<file path="src/rtl/psc_pkg.sv">
// ----------------------------------------------------------------------------
// psc_pkg: shared definitions for the postfix stack calculator
// stack geometry, field widths, op and status codes, alu control structs
// ----------------------------------------------------------------------------
package psc_pkg;

    localparam int STACK_DEPTH = 16;
    localparam int SP_W        = $clog2(STACK_DEPTH + 1);
    localparam int ADDR_W      = $clog2(STACK_DEPTH);
    localparam int DATA_W      = 32;
    localparam int OP_W        = 3;
    localparam int STATUS_W    = 2;
    localparam int DEPTH_W     = 5;
    localparam int CNT_W       = $clog2(DATA_W);

    // input op codes
    localparam logic [OP_W-1:0] OP_PUSH = 3'd0;
    localparam logic [OP_W-1:0] OP_ADD  = 3'd1;
    localparam logic [OP_W-1:0] OP_SUB  = 3'd2;
    localparam logic [OP_W-1:0] OP_MUL  = 3'd3;
    localparam logic [OP_W-1:0] OP_DIV  = 3'd4;

    // result status codes
    localparam logic [STATUS_W-1:0] ST_OK    = 2'd0;
    localparam logic [STATUS_W-1:0] ST_UNDER = 2'd1;
    localparam logic [STATUS_W-1:0] ST_DIVZ  = 2'd2;
    localparam logic [STATUS_W-1:0] ST_OVER  = 2'd3;

    typedef enum logic [1:0] {
        ALU_ADD,
        ALU_SUB,
        ALU_MUL,
        ALU_DIV
    } t_alu_op;

    typedef struct packed {
        logic    start;
        t_alu_op op;
    } t_alu_req;

    typedef struct packed {
        logic              done;
        logic [DATA_W-1:0] data;
    } t_alu_rsp;

    typedef enum logic [1:0] {
        A_IDLE,
        A_RUN,
        A_FIX
    } t_alu_state;

    typedef enum logic [1:0] {
        S_IDLE,
        S_READ,
        S_EXEC
    } t_state;

    function automatic t_alu_op to_alu_op(input logic [OP_W-1:0] op);
        t_alu_op r;
        case (op)
            OP_ADD:  r = ALU_ADD;
            OP_SUB:  r = ALU_SUB;
            OP_MUL:  r = ALU_MUL;
            default: r = ALU_DIV;
        endcase
        return r;
    endfunction

endpackage

</file>
<file path="src/rtl/psc_if.sv">
// ----------------------------------------------------------------------------
// psc_if: valid/ready channels of the postfix stack calculator
// one interface for input items, one for result items
// ----------------------------------------------------------------------------
interface psc_in_if;
    import psc_pkg::*;

    logic              valid;
    logic              ready;
    logic [OP_W-1:0]   op;
    logic [DATA_W-1:0] operand_value;

    modport source (output valid, output op, output operand_value, input ready);
    modport sink   (input valid, input op, input operand_value, output ready);
endinterface

interface psc_out_if;
    import psc_pkg::*;

    logic                valid;
    logic                ready;
    logic [STATUS_W-1:0] status;
    logic [DATA_W-1:0]   top_value;
    logic [DEPTH_W-1:0]  stack_depth;

    modport source (output valid, output status, output top_value, output stack_depth,
                    input ready);
    modport sink   (input valid, input status, input top_value, input stack_depth,
                    output ready);
endinterface

</file>
<file path="src/rtl/postfix_stack_calculator_unit.sv">
// ----------------------------------------------------------------------------
// postfix_stack_calculator_unit: reverse polish integer evaluator
// operand stack in ram with a cached top entry, serial arithmetic unit
// ----------------------------------------------------------------------------
// Each input transfer either pushes a signed 32-bit value or applies add,
// subtract, multiply or divide to the two top entries, and every input
// transfer yields exactly one result transfer with status, top of stack and
// depth. Push, underflow and undefined op codes finish at the accepting edge,
// so their result is offered on the next cycle. A binary operator on two or
// more entries passes through the stack ram read of the left operand, the
// one-bit steps of the serial arithmetic unit and a finishing step (sign fix
// of the quotient) before its result is loaded. The unit works on one item at a
// time; the next item is taken once the result register is free or its
// transfer completes in that cycle. The stack needs no clearing after reset:
// only entries below the stack pointer are ever read.
// ----------------------------------------------------------------------------
module postfix_stack_calculator_unit (
    input  logic       i_clk,
    input  logic       i_rst_n,
    psc_in_if.sink     i_in,
    psc_out_if.source  o_out
);
    import psc_pkg::*;

    // control and stack state
    t_state              r_state, n_state;
    logic [SP_W-1:0]     r_sp;
    logic [DATA_W-1:0]   r_top;
    logic [DATA_W-1:0]   r_right;
    t_alu_op             r_aop;
    logic                r_divz;

    // result register
    logic                r_out_valid;
    logic [STATUS_W-1:0] r_out_status;
    logic [DATA_W-1:0]   r_out_top;
    logic [SP_W-1:0]     r_out_depth;

    // combinational control
    logic                w_in_ready;
    logic                w_accept;
    logic                w_start_op;
    logic                w_load;
    logic [STATUS_W-1:0] w_ld_status;
    logic [DATA_W-1:0]   w_ld_top;
    logic [SP_W-1:0]     w_ld_depth;
    logic                w_sp_we;
    logic [SP_W-1:0]     w_sp_next;
    logic                w_top_we;
    logic [DATA_W-1:0]   w_top_next;
    logic                w_ram_we;
    logic [ADDR_W-1:0]   w_ram_waddr;
    logic [DATA_W-1:0]   w_ram_wdata;
    logic [ADDR_W-1:0]   w_left_addr;
    logic [DATA_W-1:0]   w_ram_rdata;
    logic [DATA_W-1:0]   w_top_cur;
    logic [DATA_W-1:0]   w_result;
    logic                w_full;
    t_alu_req            w_alu_req;
    t_alu_rsp            w_alu_rsp;

    assign w_full      = (r_sp >= SP_W'(STACK_DEPTH));
    assign w_top_cur   = (r_sp == '0) ? '0 : r_top;
    // left operand always sits just below the cached top
    assign w_left_addr = ADDR_W'(r_sp - SP_W'(2));
    assign w_result    = r_divz ? '0 : w_alu_rsp.data;

    assign w_in_ready  = (r_state == S_IDLE) && (!r_out_valid || o_out.ready);
    assign w_accept    = i_in.valid && w_in_ready;
    // binary operator with both operands present goes to the serial unit
    assign w_start_op  = w_accept && (i_in.op >= OP_ADD) && (i_in.op <= OP_DIV)
                         && (r_sp >= SP_W'(2));

    // next state
    always_comb begin
        n_state = r_state;
        case (r_state)
            S_IDLE:  if (w_start_op) n_state = S_READ;
            S_READ:  n_state = S_EXEC;
            S_EXEC:  if (w_alu_rsp.done) n_state = S_IDLE;
            default: n_state = S_IDLE;
        endcase
    end

    // outputs of the sequencer
    always_comb begin
        w_load          = 1'b0;
        w_ld_status     = ST_OK;
        w_ld_top        = w_top_cur;
        w_ld_depth      = r_sp;
        w_sp_we         = 1'b0;
        w_sp_next       = r_sp;
        w_top_we        = 1'b0;
        w_top_next      = i_in.operand_value;
        w_ram_we        = 1'b0;
        w_ram_waddr     = w_left_addr;
        w_ram_wdata     = w_result;
        w_alu_req.start = 1'b0;
        w_alu_req.op    = r_aop;
        case (r_state)
            S_IDLE: begin
                if (w_accept) begin
                    case (i_in.op)
                        OP_PUSH: begin
                            w_load = 1'b1;
                            if (w_full) begin
                                // push onto a full stack is dropped
                                w_ld_status = ST_OVER;
                            end else begin
                                w_ram_we    = 1'b1;
                                w_ram_waddr = r_sp[ADDR_W-1:0];
                                w_ram_wdata = i_in.operand_value;
                                w_top_we    = 1'b1;
                                w_sp_we     = 1'b1;
                                w_sp_next   = r_sp + SP_W'(1);
                                w_ld_top    = i_in.operand_value;
                                w_ld_depth  = r_sp + SP_W'(1);
                            end
                        end
                        OP_ADD, OP_SUB, OP_MUL, OP_DIV: begin
                            if (r_sp < SP_W'(2)) begin
                                // empty or single entry: right operand lost
                                w_load      = 1'b1;
                                w_ld_status = ST_UNDER;
                                w_ld_top    = '0;
                                w_ld_depth  = '0;
                                w_sp_we     = 1'b1;
                                w_sp_next   = '0;
                            end
                        end
                        default: begin
                            // undefined op: report current stack
                            w_load = 1'b1;
                        end
                    endcase
                end
            end
            S_READ: begin
                w_alu_req.start = 1'b1;
            end
            S_EXEC: begin
                if (w_alu_rsp.done) begin
                    // two pops and one push: result replaces the left operand
                    w_load      = 1'b1;
                    w_ld_status = r_divz ? ST_DIVZ : ST_OK;
                    w_ld_top    = w_result;
                    w_ld_depth  = r_sp - SP_W'(1);
                    w_ram_we    = 1'b1;
                    w_top_we    = 1'b1;
                    w_top_next  = w_result;
                    w_sp_we     = 1'b1;
                    w_sp_next   = r_sp - SP_W'(1);
                end
            end
            default: w_load = 1'b0;
        endcase
    end

    always_ff @(posedge i_clk) begin
        if (!i_rst_n) begin
            r_state     <= S_IDLE;
            r_sp        <= '0;
            r_out_valid <= 1'b0;
        end else begin
            r_state <= n_state;
            if (w_sp_we) begin
                r_sp <= w_sp_next;
            end
            if (w_load) begin
                r_out_valid <= 1'b1;
            end else if (o_out.ready) begin
                r_out_valid <= 1'b0;
            end
        end
    end

    // payload registers
    always_ff @(posedge i_clk) begin
        if (w_top_we) begin
            r_top <= w_top_next;
        end
        if (w_start_op) begin
            r_right <= r_top;
            r_aop   <= to_alu_op(i_in.op);
            r_divz  <= (i_in.op == OP_DIV) && (r_top == '0);
        end
        if (w_load) begin
            r_out_status <= w_ld_status;
            r_out_top    <= w_ld_top;
            r_out_depth  <= w_ld_depth;
        end
    end

    psc_ram #(
        .WIDTH (DATA_W),
        .DEPTH (STACK_DEPTH)
    ) u_stack (
        .i_clk   (i_clk),
        .i_we    (w_ram_we),
        .i_waddr (w_ram_waddr),
        .i_wdata (w_ram_wdata),
        .i_raddr (w_left_addr),
        .o_rdata (w_ram_rdata)
    );

    psc_alu u_alu (
        .i_clk   (i_clk),
        .i_rst_n (i_rst_n),
        .i_req   (w_alu_req),
        .i_a     (w_ram_rdata),
        .i_b     (r_right),
        .o_rsp   (w_alu_rsp)
    );

    assign i_in.ready        = w_in_ready;
    assign o_out.valid       = r_out_valid;
    assign o_out.status      = r_out_status;
    assign o_out.top_value   = r_out_top;
    assign o_out.stack_depth = DEPTH_W'(r_out_depth);

    // stack pointer never passes the stack size
    a_sp_bound: assert property (@(posedge i_clk) disable iff (!i_rst_n)
        r_sp <= SP_W'(STACK_DEPTH))
        else $error("stack pointer beyond stack size");

    // an operator only runs with both operands on the stack
    a_two_operands: assert property (@(posedge i_clk) disable iff (!i_rst_n)
        (r_state == S_READ || r_state == S_EXEC) |-> (r_sp >= SP_W'(2)))
        else $error("operator running with fewer than two entries");

    // the serial unit only finishes while the sequencer waits for it
    a_done_in_exec: assert property (@(posedge i_clk) disable iff (!i_rst_n)
        w_alu_rsp.done |-> (r_state == S_EXEC))
        else $error("alu done outside execute");

    // operator completion leaves one entry fewer
    a_op_depth: assert property (@(posedge i_clk) disable iff (!i_rst_n)
        (r_state == S_EXEC && w_alu_rsp.done) |=> (r_sp == $past(r_sp) - SP_W'(1)))
        else $error("wrong depth after operator");

    // a result is never loaded over one still waiting
    a_no_overwrite: assert property (@(posedge i_clk) disable iff (!i_rst_n)
        (w_load && r_out_valid) |-> o_out.ready)
        else $error("result register overwritten");
endmodule

</file>
<file path="src/rtl/psc_ram.sv">
// ----------------------------------------------------------------------------
// psc_ram: generic single-write, single-read ram
// registered read data, one write port
// ----------------------------------------------------------------------------
module psc_ram #(
    parameter int WIDTH = 32,
    parameter int DEPTH = 16
) (
    input  logic                     i_clk,
    input  logic                     i_we,
    input  logic [$clog2(DEPTH)-1:0] i_waddr,
    input  logic [WIDTH-1:0]         i_wdata,
    input  logic [$clog2(DEPTH)-1:0] i_raddr,
    output logic [WIDTH-1:0]         o_rdata
);
    logic [WIDTH-1:0] r_mem [DEPTH];
    logic [WIDTH-1:0] r_rdata;

    always_ff @(posedge i_clk) begin
        if (i_we) begin
            r_mem[i_waddr] <= i_wdata;
        end
        r_rdata <= r_mem[i_raddr];
    end

    assign o_rdata = r_rdata;
endmodule

</file>
<file path="src/rtl/psc_alu.sv">
// ----------------------------------------------------------------------------
// psc_alu: serial arithmetic unit
// one bit per cycle add/subtract, shift-add multiply, restoring divide
// ----------------------------------------------------------------------------
module psc_alu (
    input  logic                      i_clk,
    input  logic                      i_rst_n,
    input  psc_pkg::t_alu_req         i_req,
    input  logic [psc_pkg::DATA_W-1:0] i_a,
    input  logic [psc_pkg::DATA_W-1:0] i_b,
    output psc_pkg::t_alu_rsp         o_rsp
);
    import psc_pkg::*;

    t_alu_state        r_state, n_state;
    t_alu_op           r_op;
    logic [CNT_W-1:0]  r_cnt;
    logic [DATA_W-1:0] r_a;
    logic [DATA_W-1:0] r_b;
    logic [DATA_W:0]   r_acc;
    logic              r_carry;
    logic              r_neg;

    logic              w_bb;
    logic              w_sum;
    logic              w_cout;
    logic [DATA_W:0]   w_shift;
    logic [DATA_W:0]   w_trial;
    logic [DATA_W-1:0] w_abs_a;
    logic [DATA_W-1:0] w_abs_b;

    assign w_abs_a = i_a[DATA_W-1] ? (DATA_W'(0) - i_a) : i_a;
    assign w_abs_b = i_b[DATA_W-1] ? (DATA_W'(0) - i_b) : i_b;

    // serial adder bit
    assign w_bb   = r_b[0] ^ (r_op == ALU_SUB);
    assign w_sum  = r_a[0] ^ w_bb ^ r_carry;
    assign w_cout = (r_a[0] & w_bb) | (r_a[0] & r_carry) | (w_bb & r_carry);

    // restoring divide step
    assign w_shift = {r_acc[DATA_W-1:0], r_a[DATA_W-1]};
    assign w_trial = w_shift - {1'b0, r_b};

    // next state
    always_comb begin
        n_state = r_state;
        case (r_state)
            A_IDLE:  if (i_req.start) n_state = A_RUN;
            A_RUN:   if (r_cnt == '0) n_state = A_FIX;
            A_FIX:   n_state = A_IDLE;
            default: n_state = A_IDLE;
        endcase
    end

    // outputs
    always_comb begin
        o_rsp.done = 1'b0;
        o_rsp.data = r_acc[DATA_W-1:0];
        case (r_state)
            A_FIX: begin
                o_rsp.done = 1'b1;
                if (r_op == ALU_DIV) begin
                    o_rsp.data = r_neg ? (DATA_W'(0) - r_a) : r_a;
                end
            end
            default: o_rsp.done = 1'b0;
        endcase
    end

    always_ff @(posedge i_clk) begin
        if (!i_rst_n) begin
            r_state <= A_IDLE;
        end else begin
            r_state <= n_state;
        end
    end

    always_ff @(posedge i_clk) begin
        if (r_state == A_IDLE && i_req.start) begin
            r_op    <= i_req.op;
            r_cnt   <= CNT_W'(DATA_W - 1);
            r_acc   <= '0;
            r_carry <= (i_req.op == ALU_SUB);
            r_neg   <= i_a[DATA_W-1] ^ i_b[DATA_W-1];
            if (i_req.op == ALU_DIV) begin
                r_a <= w_abs_a;
                r_b <= w_abs_b;
            end else begin
                r_a <= i_a;
                r_b <= i_b;
            end
        end else if (r_state == A_RUN) begin
            r_cnt <= r_cnt - CNT_W'(1);
            case (r_op)
                ALU_ADD, ALU_SUB: begin
                    r_carry <= w_cout;
                    r_a     <= r_a >> 1;
                    r_b     <= r_b >> 1;
                    r_acc   <= {1'b0, w_sum, r_acc[DATA_W-1:1]};
                end
                ALU_MUL: begin
                    if (r_b[0]) begin
                        r_acc <= {1'b0, r_acc[DATA_W-1:0] + r_a};
                    end
                    r_a <= r_a << 1;
                    r_b <= r_b >> 1;
                end
                default: begin
                    if (!w_trial[DATA_W]) begin
                        r_acc <= w_trial;
                        r_a   <= {r_a[DATA_W-2:0], 1'b1};
                    end else begin
                        r_acc <= w_shift;
                        r_a   <= {r_a[DATA_W-2:0], 1'b0};
                    end
                end
            endcase
        end
    end
endmodule

</file>
<file path="src/flat_wrapper.sv">
// flat-port wrapper written by rule: the top's interface ports become plain ports
module postfix_stack_calculator_unit_flat import psc_pkg::*;
  (i_clk, i_rst_n, i_in_valid, i_in_op, i_in_operand_value, i_in_ready, o_out_valid, o_out_status, o_out_top_value, o_out_stack_depth, o_out_ready);
  psc_in_if i_in_i ();
  psc_out_if o_out_i ();
  input  logic i_clk;
  input  logic i_rst_n;
  input wire logic [$bits(i_in_i.valid)-1:0] i_in_valid;
  input wire logic [$bits(i_in_i.op)-1:0] i_in_op;
  input wire logic [$bits(i_in_i.operand_value)-1:0] i_in_operand_value;
  output wire logic [$bits(i_in_i.ready)-1:0] i_in_ready;
  output wire logic [$bits(o_out_i.valid)-1:0] o_out_valid;
  output wire logic [$bits(o_out_i.status)-1:0] o_out_status;
  output wire logic [$bits(o_out_i.top_value)-1:0] o_out_top_value;
  output wire logic [$bits(o_out_i.stack_depth)-1:0] o_out_stack_depth;
  input wire logic [$bits(o_out_i.ready)-1:0] o_out_ready;
  assign i_in_i.valid = i_in_valid;
  assign i_in_i.op = i_in_op;
  assign i_in_i.operand_value = i_in_operand_value;
  assign i_in_ready = i_in_i.ready;
  assign o_out_valid = o_out_i.valid;
  assign o_out_status = o_out_i.status;
  assign o_out_top_value = o_out_i.top_value;
  assign o_out_stack_depth = o_out_i.stack_depth;
  assign o_out_i.ready = o_out_ready;
  postfix_stack_calculator_unit u_core (.i_clk(i_clk), .i_rst_n(i_rst_n), .i_in(i_in_i), .o_out(o_out_i));
endmodule
</file>
<file path="config.mk">
export PLATFORM = sky130hd
export DESIGN_NAME = postfix_stack_calculator_unit_flat
export DESIGN_NICKNAME = d
export VERILOG_FILES = /design/src/rtl/psc_pkg.sv /design/src/rtl/psc_if.sv /design/src/rtl/postfix_stack_calculator_unit.sv /design/src/rtl/psc_ram.sv /design/src/rtl/psc_alu.sv /design/src/flat_wrapper.sv
export SDC_FILE = /design/constraint.sdc
export NUM_CORES = 1
export LEC_CHECK = 0
export BUFFER_PORTS_ARGS = -buffer_cell sky130_fd_sc_hd__buf_2
export CORE_MARGIN = 2
export CORE_UTILIZATION = 60
export CTS_BUF_LIST = sky130_fd_sc_hd__clkbuf_4 sky130_fd_sc_hd__clkbuf_8 sky130_fd_sc_hd__clkbuf_16
export DETAILED_ROUTE_END_ITERATION = 8
export PLACE_DENSITY = 0.83
export SYNTH_ARGS = -nofsm -noshare
export SYNTH_HDL_FRONTEND = slang
export SYNTH_SLANG_ARGS = --single-unit
</file>
<file path="constraint.sdc">
create_clock -name i_clk -period 7 [get_ports i_clk]
set_input_delay 1.05 -clock i_clk [delete_from_list [all_inputs] [get_ports i_clk]]
set_output_delay 1.05 -clock i_clk [all_outputs]
set_load 0.01 [all_outputs]
</file>
==> flow_summary_export.csv <==
group,metric,value,unit
place,gp_congestion,1.018,
sta,worst_pin_slew,1.256,ns
sta,slew_viol_final,0,
sta,period_share,0.5890,
logic_synthesis,ys_ff_latch,765,
floorplanning,start_util,0.6038,
sta,fin_skew,0.04435,ns
global_route,grt_pass1_wl,154400,µm
logic_synthesis,synthCells,2671,
clock_tree,clockBufferDepth,3,
critical_path,critical_path_peak_fanout,37,
logic_synthesis,synth.distinct_cells,73,
critical_path,worstSetupPathType,"reg2reg",
critical_path,startpoint_type,"flip-flop",
sta,fin_tns_setup,0,ns
logic_synthesis,synth_warnings,0,
clock_tree,cts_sinks,765,
cells_and_area,layout.nets,2842,
clock_tree,cts_resized,0,
power_and_ir_drop,leakage,13.97,nW
floorplanning,fp.dieH,249.8,µm
clock_tree,cts_setup_buffers,0,
clock_tree,cts_buffers,75,
global_route,grt_pass1_vias,23840,
critical_path,cp.arrival,4.37,ns
clock_tree,cts_tree,"built",
global_route,antenna_found_initial,1,
place,post-dp-hpwl,66150,µm
route,viasPerCell,6.899,
logic_synthesis,syn_area_per_cell,13.57,µm²
critical_path,worstPathRequired,7.25,ns
floorplanning,rows,90,
critical_path,end_kind,"flip-flop",
route,drt_iter0_drc,3374,
hold_path,min_path_type,"reg2reg",
route,antenna_left,0,
sta,layout_min_cycle_time,4.123,ns
route,drt_first_pass_iters,6,
logic_synthesis,synthArstFlopShare,0,
clock_tree,path_clk_slew,0.06,ns
sta,fmax,242.5,MHz
clock_tree,clk_latency,0.65,ns
sta,rsz0062_at_grt,"no",
route,vias,24630,
logic_synthesis,ys_seq_area_frac,0.6120,
route,finalWirelength,105000,µm
flow_run,maxCapViolations,0,
sta,max_slew_margin,0.1610,
floorplanning,chipWidth,249.8,µm
power_and_ir_drop,p_per_area,242.9,nW/µm²
sta,whs,0.5118,ns
clock_tree,cts_root_buffer,"clkbuf_16",
global_route,grt-ovfl-total,0,
route,drc,0,
floorplanning,coreArea,60020,µm²
place,port_buffers,79,
global_route,grt_max_degree,90,
logic_synthesis,ys.flop_type,"edfxtp_1",
clock_tree,htreeDepth,3,
logic_synthesis,synth_edf_count,686,
global_route,grtUsageTotal,0.3361,
route,drt-wirelength-per-cell,29.41,µm
power_and_ir_drop,ir_drop,275.2,µV
cells_and_area,syn_to_final_growth,10.58,%
cells_and_area,seqCellArea,22190,µm²
outcome,status,"complete, no violations",
logic_synthesis,synth_area,36240,µm²
logic_synthesis,synth_nets,2786,
critical_path,rr_worst_depth,6,
clock_tree,holdBufCountCts,0,
hold_path,hold_depth,0,
sta,setup_viol,0,
floorplanning,fp.dieArea,62390,µm²
cells_and_area,drive_above_1_share,0.1715,
cells_and_area,fillCellCount,3960,
sta,hold_viol,0,
floorplanning,io-pin-count,80,
cells_and_area,multiInputGateArea,13470,µm²
## cell type report
type / instances / share of cell area
repair buffers: 126 / 0.01867
flip-flops and latches: 765 / 0.5537
inverters: 60 / 0.005620
well taps: 782 / 0.02441
diodes: 1 / 0.00006244
multi-input cells: 1699 / 0.3360
clock buffers: 104 / 0.05395
clock inverters: 33 / 0.007649
## cells by family (layout without fill, tap and decap cells)
kind of cell / after synthesis / count (layout) / synth area share
adders and majority gates: 76 / 76 / 0.02686
xor gates and xnor gates: 153 / 153 / 0.03697
other: 0 / 1 / 0
AOI/OAI and AO/OA: 574 / 574 / 0.1008
DFF: 765 / 765 / 0.6120
muxes: 201 / 201 / 0.1111
and+or+nand+nor: 695 / 695 / 0.09059
buffers and inverters: 207 / 323 / 0.02161
## critical path, cell delays in order (launching register included)
cell	delay (ns)
dfxtp_1	0.55
inv_1	0.15
ha_2	1.11
nand3_1	0.25
nand2_1	0.12
o21ai_0	0.40
nor2_4	1.11
## metal layers
| layer | share of wire | wire length [µm] | vias to the layer above | global-route usage |
|---|---|---|---|---|
| met5 | 0 | 0 | - | 0 |
| met4 | 0.058 | 6062 | 0 | 0.1711 |
| met3 | 0.094 | 9887 | 319 | 0.05632 |
| met2 | 0.49 | 51050 | 1643 | 0.5495 |
| met1 | 0.36 | 37990 | 12240 | 0.4386 |
| li1 | - | - | 10430 | - |
## synth_stat cells, types with 6 or more instances
master	number	area, µm²
a221o_1	24	240.2
or3_1	20	125.1
buf_1	24	90.09
a21o_1	50	375.4
a21oi_1	140	700.7
ha_1	73	913.4
o41ai_1	12	105.1
xnor2_1	73	639.4
inv_1	58	217.7
nor3_1	48	240.2
mux2_2	10	112.6
a31oi_1	26	162.7
a211oi_1	28	210.2
dfxtp_1	79	1582
edfxtp_1	686	20600
o31ai_1	25	187.7
o21ai_0	179	895.9
nand2b_1	32	200.2
mux2i_1	31	310.3
or2_2	8	50.05
nand2_1	272	1021
and2_1	32	200.2
a221oi_1	16	140.1
nor2_1	135	506.7
nand4_1	20	125.1
o211ai_1	16	120.1
nand3b_1	6	45.04
nor4_1	23	143.9
mux4_2	160	3603
and3_1	18	112.6
nand3_1	42	210.2
a2111oi_0	6	52.55
xor2_1	80	700.7
clkbuf_1	118	442.9
nor2b_1	17	106.4
o21a_1	7	52.55
## placed cells by master (no fill, tap or decap), types with 9 or more instances in the layout
cell       Yosys  final
a211oi_1      28     28
a21o_1        50     50
a21oi_1      140    139
a221o_1       24     24
a221oi_1      16     16
a31oi_1       26     26
and2_1        32     32
and3_1        18     18
buf_2          5     79
buf_4          0     47
clkbuf_16      0     76
clkbuf_4       0     20
clkinv_1       1     10
clkinv_2       0     12
dfxtp_1       79     77
edfxtp_1     686    686
ha_1          73     72
inv_1         58     58
mux2_2        10     10
mux2i_1       31     31
mux4_2       160    160
nand2_1      272    272
nand2b_1      32     32
nand3_1       42     42
nand4_1       20     20
nor2_1       135    125
nor2_4         0      9
nor2b_1       17     17
nor3_1        48     39
nor3_2         0      9
nor4_1        23     23
o211ai_1      16     16
o21ai_0      179    175
o31ai_1       25     24
o41ai_1       12     12
or3_1         20     19
xnor2_1       73     72
xor2_1        80     78
## path summary, 6_finish.rpt
check / start / end / slack (ns)
worst min-delay path: u_core.r_top[31] / u_core.r_right[31] / 0.51
worst max register to register: u_core.r_sp[2] / u_core.u_stack.r_mem[3][21] / 2.88
worst min register to register: u_core.r_top[31] / u_core.r_right[31] / 0.51
worst max-delay path: u_core.r_sp[2] / u_core.u_stack.r_mem[3][21] / 2.88
## sequential cells by signal, summed over array words and instances, names as in the netlist, 32 cells and up
| name | flops |
|---|---|
| u_core.u_stack.r_mem | 512 |
| u_core.u_alu.r_a | 32 |
| u_core.r_right | 32 |
| u_core.r_top | 32 |
| u_core.u_alu.r_b | 32 |
| u_core.o_out.top_value | 32 |
| u_core.u_stack.o_rdata | 32 |
| u_core.u_alu.r_acc | 32 |
## stage by stage
step / setup WS, ns / cells / total power, mW / utilization / area, µm²
after global placement: 2.797 / 3432 / 5.718 / 0.6266 / 37610
after global routing: 2.549 / 3569 / 9.955 / 0.6677 / 40070
after detailed placement: 2.532 / 3432 / 5.734 / 0.6266 / 37610
after floorplan: 1.911 / 2671 / 5.533 / - / 36240
after CTS: 2.921 / 3569 / 9.732 / 0.6677 / 40070
final: 2.877 / 3570 / 9.735 / 0.6677 / 40080
## power breakdown
group | switching, mW | total [mW] | internal (mW)
clock | 1.84 | 4.08 | 2.23
sequential | 0.0767 | 5.06 | 4.98
combinational | 0.361 | 0.602 | 0.241
No activity file was read; power rests on OpenSTA's default activity.
